[src/hdl/phd_pkg.sv]
// Shared types, constants and filter weights for the heartbeat detector.
package phd_pkg;

  // Field widths
  localparam int unsigned SAMPLE_W  = 16;
  localparam int unsigned ACC_W     = 31;
  localparam int unsigned CFG_IDX_W = 8;
  localparam int unsigned WEIGHT_W  = 13;
  localparam int unsigned PROD_W    = 30;
  localparam int unsigned Z_W       = 32;
  localparam int unsigned STEP_W    = 4;

  // Configuration register indexes
  localparam logic [CFG_IDX_W-1:0] REG_MIN_SWING = 8'd0;
  localparam logic [CFG_IDX_W-1:0] REG_MAX_SWING = 8'd1;

  // Configuration reset values
  localparam logic [SAMPLE_W-1:0] MIN_SWING_RST = 16'd20;
  localparam logic [SAMPLE_W-1:0] MAX_SWING_RST = 16'd1000;

  // Filter schedule: one tap pair per step, center tap on the last step
  localparam logic [STEP_W-1:0] MID_STEP = 4'd11;
  localparam logic [5:0]        FIR_SPAN = 6'd22;
  localparam logic [STEP_W-1:0] RUN_LAST = 4'd13;

  // Controller states
  typedef enum logic [1:0] {
    ST_IDLE,
    ST_RUN,
    ST_DONE
  } phd_state_t;

  // Controller to datapath commands
  typedef struct packed {
    logic              start;
    logic              issue;
    logic [STEP_W-1:0] step;
    logic              finish;
  } phd_cmd_t;

  // Q15 weight for a tap pair (center tap on the last tap step)
  function automatic logic [WEIGHT_W-1:0] phd_weight(input logic [STEP_W-1:0] step);
    logic [WEIGHT_W-1:0] w;
    case (step)
      4'd0:    w = 13'd172;
      4'd1:    w = 13'd321;
      4'd2:    w = 13'd579;
      4'd3:    w = 13'd927;
      4'd4:    w = 13'd1360;
      4'd5:    w = 13'd1858;
      4'd6:    w = 13'd2390;
      4'd7:    w = 13'd2916;
      4'd8:    w = 13'd3391;
      4'd9:    w = 13'd3768;
      4'd10:   w = 13'd4012;
      4'd11:   w = 13'd4096;
      default: w = '0;
    endcase
    return w;
  endfunction

endpackage

[src/hdl/phd_in_if.sv]
// Sample input channel.
interface phd_in_if;
  logic                           valid;
  logic                           ready;
  logic [phd_pkg::SAMPLE_W-1:0]   sample_in;

  modport source (output valid, output sample_in, input ready);
  modport sink   (input valid, input sample_in, output ready);
endinterface

[src/hdl/phd_out_if.sv]
// Result output channel.
interface phd_out_if;
  logic                                  valid;
  logic                                  ready;
  logic                                  beat_flag;
  logic signed [phd_pkg::SAMPLE_W-1:0]   ac_value;
  logic [phd_pkg::SAMPLE_W-1:0]          dc_estimate;

  modport source (output valid, output beat_flag, output ac_value,
                  output dc_estimate, input ready);
  modport sink   (input valid, input beat_flag, input ac_value,
                  input dc_estimate, output ready);
endinterface

[src/hdl/phd_cfg_if.sv]
// Configuration write channel.
interface phd_cfg_if;
  logic                            valid;
  logic                            ready;
  logic [phd_pkg::CFG_IDX_W-1:0]   index;
  logic [phd_pkg::SAMPLE_W-1:0]    data;

  modport source (output valid, output index, output data, input ready);
  modport sink   (input valid, input index, input data, output ready);
endinterface

[src/hdl/phd_ctrl.sv]
// Sequencer for the heartbeat detector: handshakes and filter step schedule.
module phd_ctrl (
  input  logic                 clk,
  input  logic                 rst_n,
  input  logic                 in_valid,
  output logic                 in_ready,
  input  logic                 out_ready,
  output logic                 out_valid,
  output phd_pkg::phd_cmd_t    cmd
);

  phd_pkg::phd_state_t              state_r, state_nxt;
  logic [phd_pkg::STEP_W-1:0]       cnt_r, cnt_nxt;
  logic                             out_valid_r, out_valid_nxt;

  // State, step counter and output valid registers
  always_ff @(posedge clk) begin
    if (!rst_n) begin
      state_r     <= phd_pkg::ST_IDLE;
      cnt_r       <= '0;
      out_valid_r <= 1'b0;
    end else begin
      state_r     <= state_nxt;
      cnt_r       <= cnt_nxt;
      out_valid_r <= out_valid_nxt;
    end
  end

  // Next state and commands
  always_comb begin
    state_nxt  = state_r;
    cnt_nxt    = cnt_r;
    cmd        = '0;
    cmd.step   = cnt_r;
    in_ready   = 1'b0;
    case (state_r)
      phd_pkg::ST_IDLE: begin
        in_ready  = 1'b1;
        cmd.start = in_valid;
        cnt_nxt   = '0;
        if (in_valid) begin
          state_nxt = phd_pkg::ST_RUN;
        end
      end
      phd_pkg::ST_RUN: begin
        // issue ring reads for each tap pair, then let the MAC pipe drain
        cmd.issue = (cnt_r <= phd_pkg::MID_STEP);
        cnt_nxt   = cnt_r + 4'd1;
        if (cnt_r == phd_pkg::RUN_LAST) begin
          state_nxt = phd_pkg::ST_DONE;
        end
      end
      phd_pkg::ST_DONE: begin
        // hold until the output register is free
        cmd.finish = !out_valid_r || out_ready;
        if (cmd.finish) begin
          state_nxt = phd_pkg::ST_IDLE;
        end
      end
      default: begin
        state_nxt = phd_pkg::ST_IDLE;
      end
    endcase
  end

  // Output valid: set on load, drop when taken
  always_comb begin
    if (cmd.finish) begin
      out_valid_nxt = 1'b1;
    end else if (out_ready) begin
      out_valid_nxt = 1'b0;
    end else begin
      out_valid_nxt = out_valid_r;
    end
  end

  assign out_valid = out_valid_r;

endmodule

[src/hdl/phd_datapath.sv]
// DC removal, ring memory, tap-pair MAC and zero-crossing beat logic.
module phd_datapath #(
  parameter int unsigned RING_DEPTH = 32
) (
  input  logic                                 clk,
  input  logic                                 rst_n,
  input  phd_pkg::phd_cmd_t                    cmd,
  input  logic [phd_pkg::SAMPLE_W-1:0]         sample_in,
  input  logic                                 cfg_we,
  input  logic [phd_pkg::CFG_IDX_W-1:0]        cfg_index,
  input  logic [phd_pkg::SAMPLE_W-1:0]         cfg_data,
  output logic                                 beat_flag,
  output logic signed [phd_pkg::SAMPLE_W-1:0] ac_value,
  output logic [phd_pkg::SAMPLE_W-1:0]         dc_estimate
);

  localparam int unsigned AW = $clog2(RING_DEPTH);
  localparam logic [AW:0] DEPTH_EXT = (AW+1)'(RING_DEPTH);
  localparam logic [AW-1:0] POS_LAST = AW'(RING_DEPTH - 1);

  // Configuration
  logic [15:0] min_swing_r, max_swing_r;

  // DC estimator and ring
  logic [phd_pkg::ACC_W-1:0] acc_r;
  logic [AW-1:0]             pos_r;
  logic [15:0]               ring_mem [RING_DEPTH];
  logic [RING_DEPTH-1:0]     vld_r;

  // MAC pipeline
  logic                              s1_vld_r, s2_vld_r;
  logic [phd_pkg::STEP_W-1:0]        s1_step_r;
  logic [15:0]                       rd_a_r, rd_b_r;
  logic signed [phd_pkg::PROD_W-1:0] prod_r;
  logic signed [phd_pkg::Z_W-1:0]    z_r;

  // Tracking state
  logic signed [15:0] cur_r, peak_r, trough_r;
  logic               rph_r, fph_r;

  // Output payload
  logic               beat_r;
  logic signed [15:0] ac_out_r;
  logic [15:0]        dc_out_r;

  // ---- DC estimator ----
  logic signed [32:0]         dc_diff, dc_step, dc_sum;
  logic [phd_pkg::ACC_W-1:0]  acc_nxt;
  logic [15:0]                dc_new, ac_new;

  always_comb begin
    dc_diff = $signed({2'b00, sample_in, 15'd0}) - $signed({2'b00, acc_r});
    dc_step = dc_diff >>> 4;
    dc_sum  = $signed({2'b00, acc_r}) + dc_step;
    acc_nxt = dc_sum[30:0];
    dc_new  = acc_nxt[30:15];
    ac_new  = sample_in - dc_new;
  end

  // ---- Ring read addresses (modulo the depth) ----
  function automatic logic [AW-1:0] ring_addr(input logic [AW-1:0] pos,
                                               input logic [5:0] back);
    logic [AW:0] p, b;
    p = {1'b0, pos};
    b = (AW+1)'(back);
    if (p >= b) begin
      return AW'(p - b);
    end
    return AW'(p + DEPTH_EXT - b);
  endfunction

  logic [AW-1:0] addr_a, addr_b;
  logic [5:0]    back_a, back_b;

  always_comb begin
    back_a = {2'b00, cmd.step};
    back_b = phd_pkg::FIR_SPAN - back_a;
    addr_a = ring_addr(pos_r, back_a);
    addr_b = ring_addr(pos_r, back_b);
  end

  // Configuration registers; other indexes are ignored
  always_ff @(posedge clk) begin
    if (!rst_n) begin
      min_swing_r <= phd_pkg::MIN_SWING_RST;
      max_swing_r <= phd_pkg::MAX_SWING_RST;
    end else if (cfg_we) begin
      if (cfg_index == phd_pkg::REG_MIN_SWING) begin
        min_swing_r <= cfg_data;
      end
      if (cfg_index == phd_pkg::REG_MAX_SWING) begin
        max_swing_r <= cfg_data;
      end
    end
  end

  // Ring memory: write on start, two registered reads per step
  always_ff @(posedge clk) begin
    if (cmd.start) begin
      ring_mem[pos_r] <= ac_new;
    end
    rd_a_r <= vld_r[addr_a] ? ring_mem[addr_a] : 16'd0;
    rd_b_r <= vld_r[addr_b] ? ring_mem[addr_b] : 16'd0;
  end

  // Entry valid bits stand in for the zeroed ring after reset
  always_ff @(posedge clk) begin
    if (!rst_n) begin
      vld_r <= '0;
    end else if (cmd.start) begin
      vld_r[pos_r] <= 1'b1;
    end
  end

  // ---- Tap-pair multiply and accumulate ----
  logic signed [15:0] pair;
  logic signed [13:0] weight_s;

  always_comb begin
    if (s1_step_r == phd_pkg::MID_STEP) begin
      pair = $signed(rd_a_r);
    end else begin
      pair = $signed(rd_a_r + rd_b_r);
    end
    weight_s = $signed({1'b0, phd_pkg::phd_weight(s1_step_r)});
  end

  always_ff @(posedge clk) begin
    if (!rst_n) begin
      s1_vld_r <= 1'b0;
      s2_vld_r <= 1'b0;
    end else begin
      s1_vld_r <= cmd.issue;
      s2_vld_r <= s1_vld_r;
    end
  end

  always_ff @(posedge clk) begin
    s1_step_r <= cmd.step;
    prod_r    <= weight_s * pair;
    if (cmd.start) begin
      z_r <= '0;
    end else if (s2_vld_r) begin
      z_r <= z_r + phd_pkg::Z_W'(prod_r);
    end
  end

  // ---- Zero-crossing tracking ----
  logic signed [15:0] cur, peak_n, trough_n;
  logic               rise, fall, rph_n, fph_n, beat_n;
  logic signed [16:0] swing;
  logic signed [17:0] swing_x, min_x, max_x;

  always_comb begin
    cur      = z_r[30:15];
    rise     = (cur_r < 0) && (cur >= 0);
    fall     = (cur_r > 0) && (cur <= 0);
    swing    = {peak_r[15], peak_r} - {trough_r[15], trough_r};
    swing_x  = {swing[16], swing};
    min_x    = $signed({2'b00, min_swing_r});
    max_x    = $signed({2'b00, max_swing_r});
    beat_n   = rise && (swing_x > min_x) && (swing_x < max_x);
    rph_n    = rise ? 1'b1 : (fall ? 1'b0 : rph_r);
    fph_n    = rise ? 1'b0 : (fall ? 1'b1 : fph_r);
    peak_n   = rise ? 16'sd0 : peak_r;
    trough_n = fall ? 16'sd0 : trough_r;
    if (rph_n && (cur > cur_r)) begin
      peak_n = cur;
    end
    if (fph_n && (cur < cur_r)) begin
      trough_n = cur;
    end
  end

  // Advance estimator, ring position and tracking state
  always_ff @(posedge clk) begin
    if (!rst_n) begin
      acc_r    <= '0;
      pos_r    <= '0;
      cur_r    <= '0;
      peak_r   <= '0;
      trough_r <= '0;
      rph_r    <= 1'b0;
      fph_r    <= 1'b0;
    end else begin
      if (cmd.start) begin
        acc_r <= acc_nxt;
      end
      if (cmd.finish) begin
        pos_r    <= (pos_r == POS_LAST) ? '0 : pos_r + 1'b1;
        cur_r    <= cur;
        peak_r   <= peak_n;
        trough_r <= trough_n;
        rph_r    <= rph_n;
        fph_r    <= fph_n;
      end
    end
  end

  // Output payload register
  always_ff @(posedge clk) begin
    if (cmd.finish) begin
      beat_r   <= beat_n;
      ac_out_r <= cur;
      dc_out_r <= acc_r[30:15];
    end
  end

  assign beat_flag   = beat_r;
  assign ac_value    = ac_out_r;
  assign dc_estimate = dc_out_r;

endmodule

[src/hdl/ppg_heartbeat_detector.sv]
// Heartbeat detector top level: channel handshakes, controller and datapath.
// Each 16-bit PPG sample has a leaky DC estimate removed, enters a ring of
// RING_DEPTH entries, and is low-pass filtered by a symmetric 23-tap FIR;
// rising zero crossings of the filtered signal flag a beat when the
// peak-to-trough swing lies strictly between beat_min_swing (register 0) and
// beat_max_swing (register 1). One result item follows every input item.
// An item accepted in the idle state runs twelve filter steps,
// one tap pair per cycle read through the two read ports of the ring memory
// into one shared multiplier, then drains the MAC pipeline and loads the result.
// A new item is accepted only once the last one has loaded its result. The
// result register lets the next item start while a result waits. The ring
// is cleared by per-entry valid bits, so no clearing pass follows reset.
// Configuration writes are always ready and should be issued while idle.
module ppg_heartbeat_detector #(
  parameter int unsigned RING_DEPTH = 32
) (
  input logic       clk,
  input logic       rst_n,
  phd_in_if.sink    in_ch,
  phd_out_if.source out_ch,
  phd_cfg_if.sink   cfg_ch
);

  phd_pkg::phd_cmd_t cmd;

  assign cfg_ch.ready = 1'b1;

  // Sequencer
  phd_ctrl u_ctrl (
    .clk       (clk),
    .rst_n     (rst_n),
    .in_valid  (in_ch.valid),
    .in_ready  (in_ch.ready),
    .out_ready (out_ch.ready),
    .out_valid (out_ch.valid),
    .cmd       (cmd)
  );

  // Filter and beat datapath
  phd_datapath #(
    .RING_DEPTH (RING_DEPTH)
  ) u_datapath (
    .clk           (clk),
    .rst_n         (rst_n),
    .cmd           (cmd),
    .sample_in     (in_ch.sample_in),
    .cfg_we        (cfg_ch.valid),
    .cfg_index     (cfg_ch.index),
    .cfg_data      (cfg_ch.data),
    .beat_flag     (out_ch.beat_flag),
    .ac_value      (out_ch.ac_value),
    .dc_estimate   (out_ch.dc_estimate)
  );

endmodule

[src/flat_wrapper.sv]
// flat-port wrapper written by rule: the top's interface ports become plain ports
module ppg_heartbeat_detector_flat 
#(
  parameter int unsigned RING_DEPTH = 32
)
  (clk, rst_n, in_ch_valid, in_ch_sample_in, in_ch_ready, out_ch_valid, out_ch_beat_flag, out_ch_ac_value, out_ch_dc_estimate, out_ch_ready, cfg_ch_valid, cfg_ch_index, cfg_ch_data, cfg_ch_ready);
  phd_in_if in_ch_i ();
  phd_out_if out_ch_i ();
  phd_cfg_if cfg_ch_i ();
  input logic clk;
  input logic rst_n;
  input wire logic [$bits(in_ch_i.valid)-1:0] in_ch_valid;
  input wire logic [$bits(in_ch_i.sample_in)-1:0] in_ch_sample_in;
  output wire logic [$bits(in_ch_i.ready)-1:0] in_ch_ready;
  output wire logic [$bits(out_ch_i.valid)-1:0] out_ch_valid;
  output wire logic [$bits(out_ch_i.beat_flag)-1:0] out_ch_beat_flag;
  output wire logic [$bits(out_ch_i.ac_value)-1:0] out_ch_ac_value;
  output wire logic [$bits(out_ch_i.dc_estimate)-1:0] out_ch_dc_estimate;
  input wire logic [$bits(out_ch_i.ready)-1:0] out_ch_ready;
  input wire logic [$bits(cfg_ch_i.valid)-1:0] cfg_ch_valid;
  input wire logic [$bits(cfg_ch_i.index)-1:0] cfg_ch_index;
  input wire logic [$bits(cfg_ch_i.data)-1:0] cfg_ch_data;
  output wire logic [$bits(cfg_ch_i.ready)-1:0] cfg_ch_ready;
  assign in_ch_i.valid = in_ch_valid;
  assign in_ch_i.sample_in = in_ch_sample_in;
  assign in_ch_ready = in_ch_i.ready;
  assign out_ch_valid = out_ch_i.valid;
  assign out_ch_beat_flag = out_ch_i.beat_flag;
  assign out_ch_ac_value = out_ch_i.ac_value;
  assign out_ch_dc_estimate = out_ch_i.dc_estimate;
  assign out_ch_i.ready = out_ch_ready;
  assign cfg_ch_i.valid = cfg_ch_valid;
  assign cfg_ch_i.index = cfg_ch_index;
  assign cfg_ch_i.data = cfg_ch_data;
  assign cfg_ch_ready = cfg_ch_i.ready;
  ppg_heartbeat_detector #(.RING_DEPTH(RING_DEPTH)) u_core (.clk(clk), .rst_n(rst_n), .in_ch(in_ch_i), .out_ch(out_ch_i), .cfg_ch(cfg_ch_i));
endmodule
[config.mk]
export PLATFORM = sky130hd
export DESIGN_NAME = ppg_heartbeat_detector_flat
export DESIGN_NICKNAME = d
export VERILOG_FILES = /design/src/hdl/phd_pkg.sv /design/src/hdl/phd_in_if.sv /design/src/hdl/phd_out_if.sv /design/src/hdl/phd_cfg_if.sv /design/src/hdl/phd_ctrl.sv /design/src/hdl/phd_datapath.sv /design/src/hdl/ppg_heartbeat_detector.sv /design/src/flat_wrapper.sv
export SDC_FILE = /design/constraint.sdc
export NUM_CORES = 2
export LEC_CHECK = 0
export ABC_AREA = 1
export BUFFER_PORTS_ARGS = -buffer_cell sky130_fd_sc_hd__buf_2
export CAP_MARGIN = 10
export CORE_MARGIN = 1.5
export CORE_UTILIZATION = 61
export DETAILED_ROUTE_END_ITERATION = 6
export MAX_ROUTING_LAYER = met4
export PLACE_DENSITY = 0.78
export SETUP_SLACK_MARGIN = 0.02
export SLEW_MARGIN = 20
export SYNTH_ARGS = -nofsm -noshare
export SYNTH_HDL_FRONTEND = slang
export SYNTH_SLANG_ARGS = --single-unit
[constraint.sdc]
create_clock -name clk -period 17.25 [get_ports clk]
set_clock_uncertainty 0.05 [all_clocks]
set_input_delay 0.8625 -clock clk [delete_from_list [all_inputs] [get_ports clk]]
set_output_delay 0.8625 -clock clk [all_outputs]
set_load 0.02 [all_outputs]
==> results.json <==
{
  "clk_pin_slew_worst_paths_ns": 0.06,
  "syn_area_um2": 50200,
  "finalSetupViolations": 0,
  "cts_made_buffers": 86,
  "ir_drop_uv": 340,
  "cts_setup_buffers": 0,
  "io_pins": 81,
  "path_class": "reg2reg",
  "hpwl_um": 98900,
  "r2r_slack_ns": 9.93,
  "cts_sinks": 814,
  "syn_nets": 6217,
  "fin_area_um2": 54800,
  "gp_congestion": 0.984,
  "drt_iter0_drc": 4507,
  "synth-xor-area-share_pct": 2.48,
  "gr-total-overflow": 0,
  "seq_area_frac_synth_pct": 43.3,
  "startpoint_type": "flip-flop",
  "dr.pass1.iters": 6,
  "layout_common_cells": "nand2_1 (1297), inv_1 (685), edfxtp_1 (545)",
  "cap_violations": 0,
  "final_max_slew_viol_count": 0,
  "wl_per_cell_um": 21.3,
  "initial_utilization_pct": 61.4,
  "worst-path-max-fanout": 7,
  "postPlaceCellArea_um2": 51600,
  "rsz0062_at_grt": "false",
  "die_y_um": 290,
  "timing.fmax_mhz": 137,
  "required_ns": 17.71,
  "synth_mux_area_share_pct": 2.13,
  "fin_tns_setup_ns": 0,
  "grt_usage_pct": 35.4,
  "post-route-util_pct": 67.0,
  "drc_errors": 0,
  "max_stage_delay_ns": 0.54,
  "synth_ff_type": "edfxtp_1",
  "core-area_um2": 81700,
  "synth_compound_area_share_pct": 12.2,
  "port-buffer-count": 79,
  "grt_antenna_before_repair": 2,
  "cts_tree": "done",
  "viasPerCell": 5.97,
  "synthCells": 5704,
  "final_common_cell": "nand2_1",
  "dieArea_um2": 84000,
  "htree_levels": 3,
  "end_kind": "flip-flop",
  "synth-seq-cells": 814,
  "worst_path_max_delay_cell": "fa_1",
  "grt_pass1_wl_um": 224000,
  "avgSynthCellArea_um2": 8.80,
  "fin_nets": 6229,
  "post-route-min-period_ns": 7.32,
  "crit_top_cell": "fa_1",
  "cts_buffer_depth": 3,
  "nFillCells": 6536,
  "p_leak_nw": 24.2,
  "post-route-period-util_pct": 42.4,
  "num_vias": 40948,
  "grt_pass1_vias": 39909,
  "cts_resized": 0,
  "synthArstFlopShare_pct": 0,
  "synth_top_family_by_area": "simple AND/OR/NAND/NOR gates",
  "grt_max_degree": 116,
  "synthSimpleGateAreaFrac_pct": 17.5,
  "wl_um": 146000,
  "worstPathArrival_ns": 7.78,
  "synth_enable_flop_cells": 545,
  "slew_headroom_pct": 20.7,
  "synth_fa_ha_area_share_pct": 14.8,
  "hold_path_class": "reg2reg",
  "tightest_slew_ns": 1.19,
  "final-hold-violation-count": 0,
  "die_w_um": 290,
  "ant_nets": 0,
  "clk_latency_ns": 0.68,
  "drive_above_1_share_pct": 7.02,
  "powerDensity_nw_per_um2": 208,
  "synth_cell_type_count": 63,
  "area_growth_pct": 9.09,
  "status": "complete, no violations",
  "yosys_warnings": 0,
  "cts_root_buffer": "clkbuf_16",
  "postCtsHoldBufs": 0,
  "fp-row-count": 105
}
-- cell usage after synthesis, types with 19 or more instances --
cell	n	area share, %
o211ai_1	150	2.2
o22ai_1	22	0.27
nand2_1	1298	9.7
inv_1	687	5.1
o31ai_1	29	0.43
clkbuf_1	99	0.74
buf_1	25	0.19
buf_4	31	0.46
nor3_1	58	0.58
mux2i_1	107	2.1
a21oi_1	419	4.2
nand4_1	30	0.37
xnor2_1	45	0.79
dfxtp_1	269	11
or2_2	19	0.24
o21ai_0	325	3.2
nor2_1	481	3.6
ha_1	259	6.5
nand3_1	225	2.2
fa_1	209	8.3
o21ai_1	46	0.46
buf_2	61	0.61
inv_2	20	0.15
edfxtp_1	545	33
xor2_1	80	1.4
-- registers in the layout, summed over array words and instances (netlist names), 13 cells and up --
name	count
u_core.u_datapath.peak_r	16
u_core.u_datapath.cur_r	16
u_core.u_datapath.max_swing_r	16
u_core.u_datapath.ac_value	16
u_core.u_datapath.vld_r	32
u_core.u_datapath.rd_a_r	16
u_core.u_datapath.rd_b_r	16
u_core.u_datapath.min_swing_r	16
u_core.u_datapath.z_r	31
u_core.u_datapath.ring_mem	512
u_core.u_datapath.acc_r	31
u_core.u_datapath.trough_r	16
u_core.u_datapath.weight_s	13
u_core.u_datapath.prod_r	30
u_core.u_datapath.dc_estimate	16
-- report_power, final --
group	internal [W]	switching, W	leakage [nW]
logic	0.00181	0.00422	15.6
clock network	0.00121	0.000808	1.51
registers	0.00326	0.000103	7.11
-- critical path, delay by kind of cell, from the launching register on --
kind,cells,cell delay (ns)
adders and majority gates,9,3.87
AOI/OAI and AO/OA,7,1.49
and+or+nand+nor,9,0.86
buffers and inverters,5,0.48
DFF,1,0.31
xor gates and xnor gates,1,0.13
-- worst paths after layout --
kind	to	start	depth (start not counted)
worst max register to register	u_core.u_datapath.prod_r[21]	u_core.u_datapath.rd_a_r[0]	31
worst max-delay path	u_core.u_datapath.prod_r[21]	u_core.u_datapath.rd_a_r[0]	31
worst min-delay path	u_core.u_datapath.s2_vld_r	u_core.u_datapath.s1_vld_r	2
worst min register to register	u_core.u_datapath.s2_vld_r	u_core.u_datapath.s1_vld_r	2
-- final cells by class --
type / count / area [µm²] / share of cell area, %
multi-input combinational: 3953 / 24900 / 45.5
sequential: 814 / 21800 / 39.7
inverter: 711 / 2690 / 4.90
antenna: 2 / 5.00 / 0.00914
timing repair buffer: 150 / 941 / 1.72
clock buffer: 117 / 2470 / 4.51
clock inverter: 39 / 648 / 1.18
tap: 1070 / 1340 / 2.44
-- metrics by stage --
stage / hold slack [ns] / power, W / worst slack [ns] / instances
after floorplan: 0.301 / 0.00733 / 10.74 / 5704
after global placement: 0.349 / 0.00918 / 10.04 / 6698
after detailed placement: 0.357 / 0.00932 / 9.96 / 6698
after CTS: 0.372 / 0.0113 / 9.92 / 6854
after global routing: 0.378 / 0.0121 / 9.39 / 6856
final: 0.367 / 0.0114 / 9.93 / 6856
-- kinds of logic after synthesis --
logic type      count (synthesis)
compound gates               1080
flops                         814
buf+inv                       937
xor+xnor                      132
other cells                     1
simple gates                 2165
fa+ha+maj                     468
mux                           107
-- metal layers --
layer	wire length (µm)	vias to the layer above	share of wire [%]	GRT usage (%)
li1	-	18987	-	-
met1	55900	19332	38	43.5
met2	67300	2111	46	55.6
met3	13600	518	9.3	6.54
met4	8920	0	6.1	19.3
met5	0	-	0	-
No activity file was read; power rests on OpenSTA's default activity.
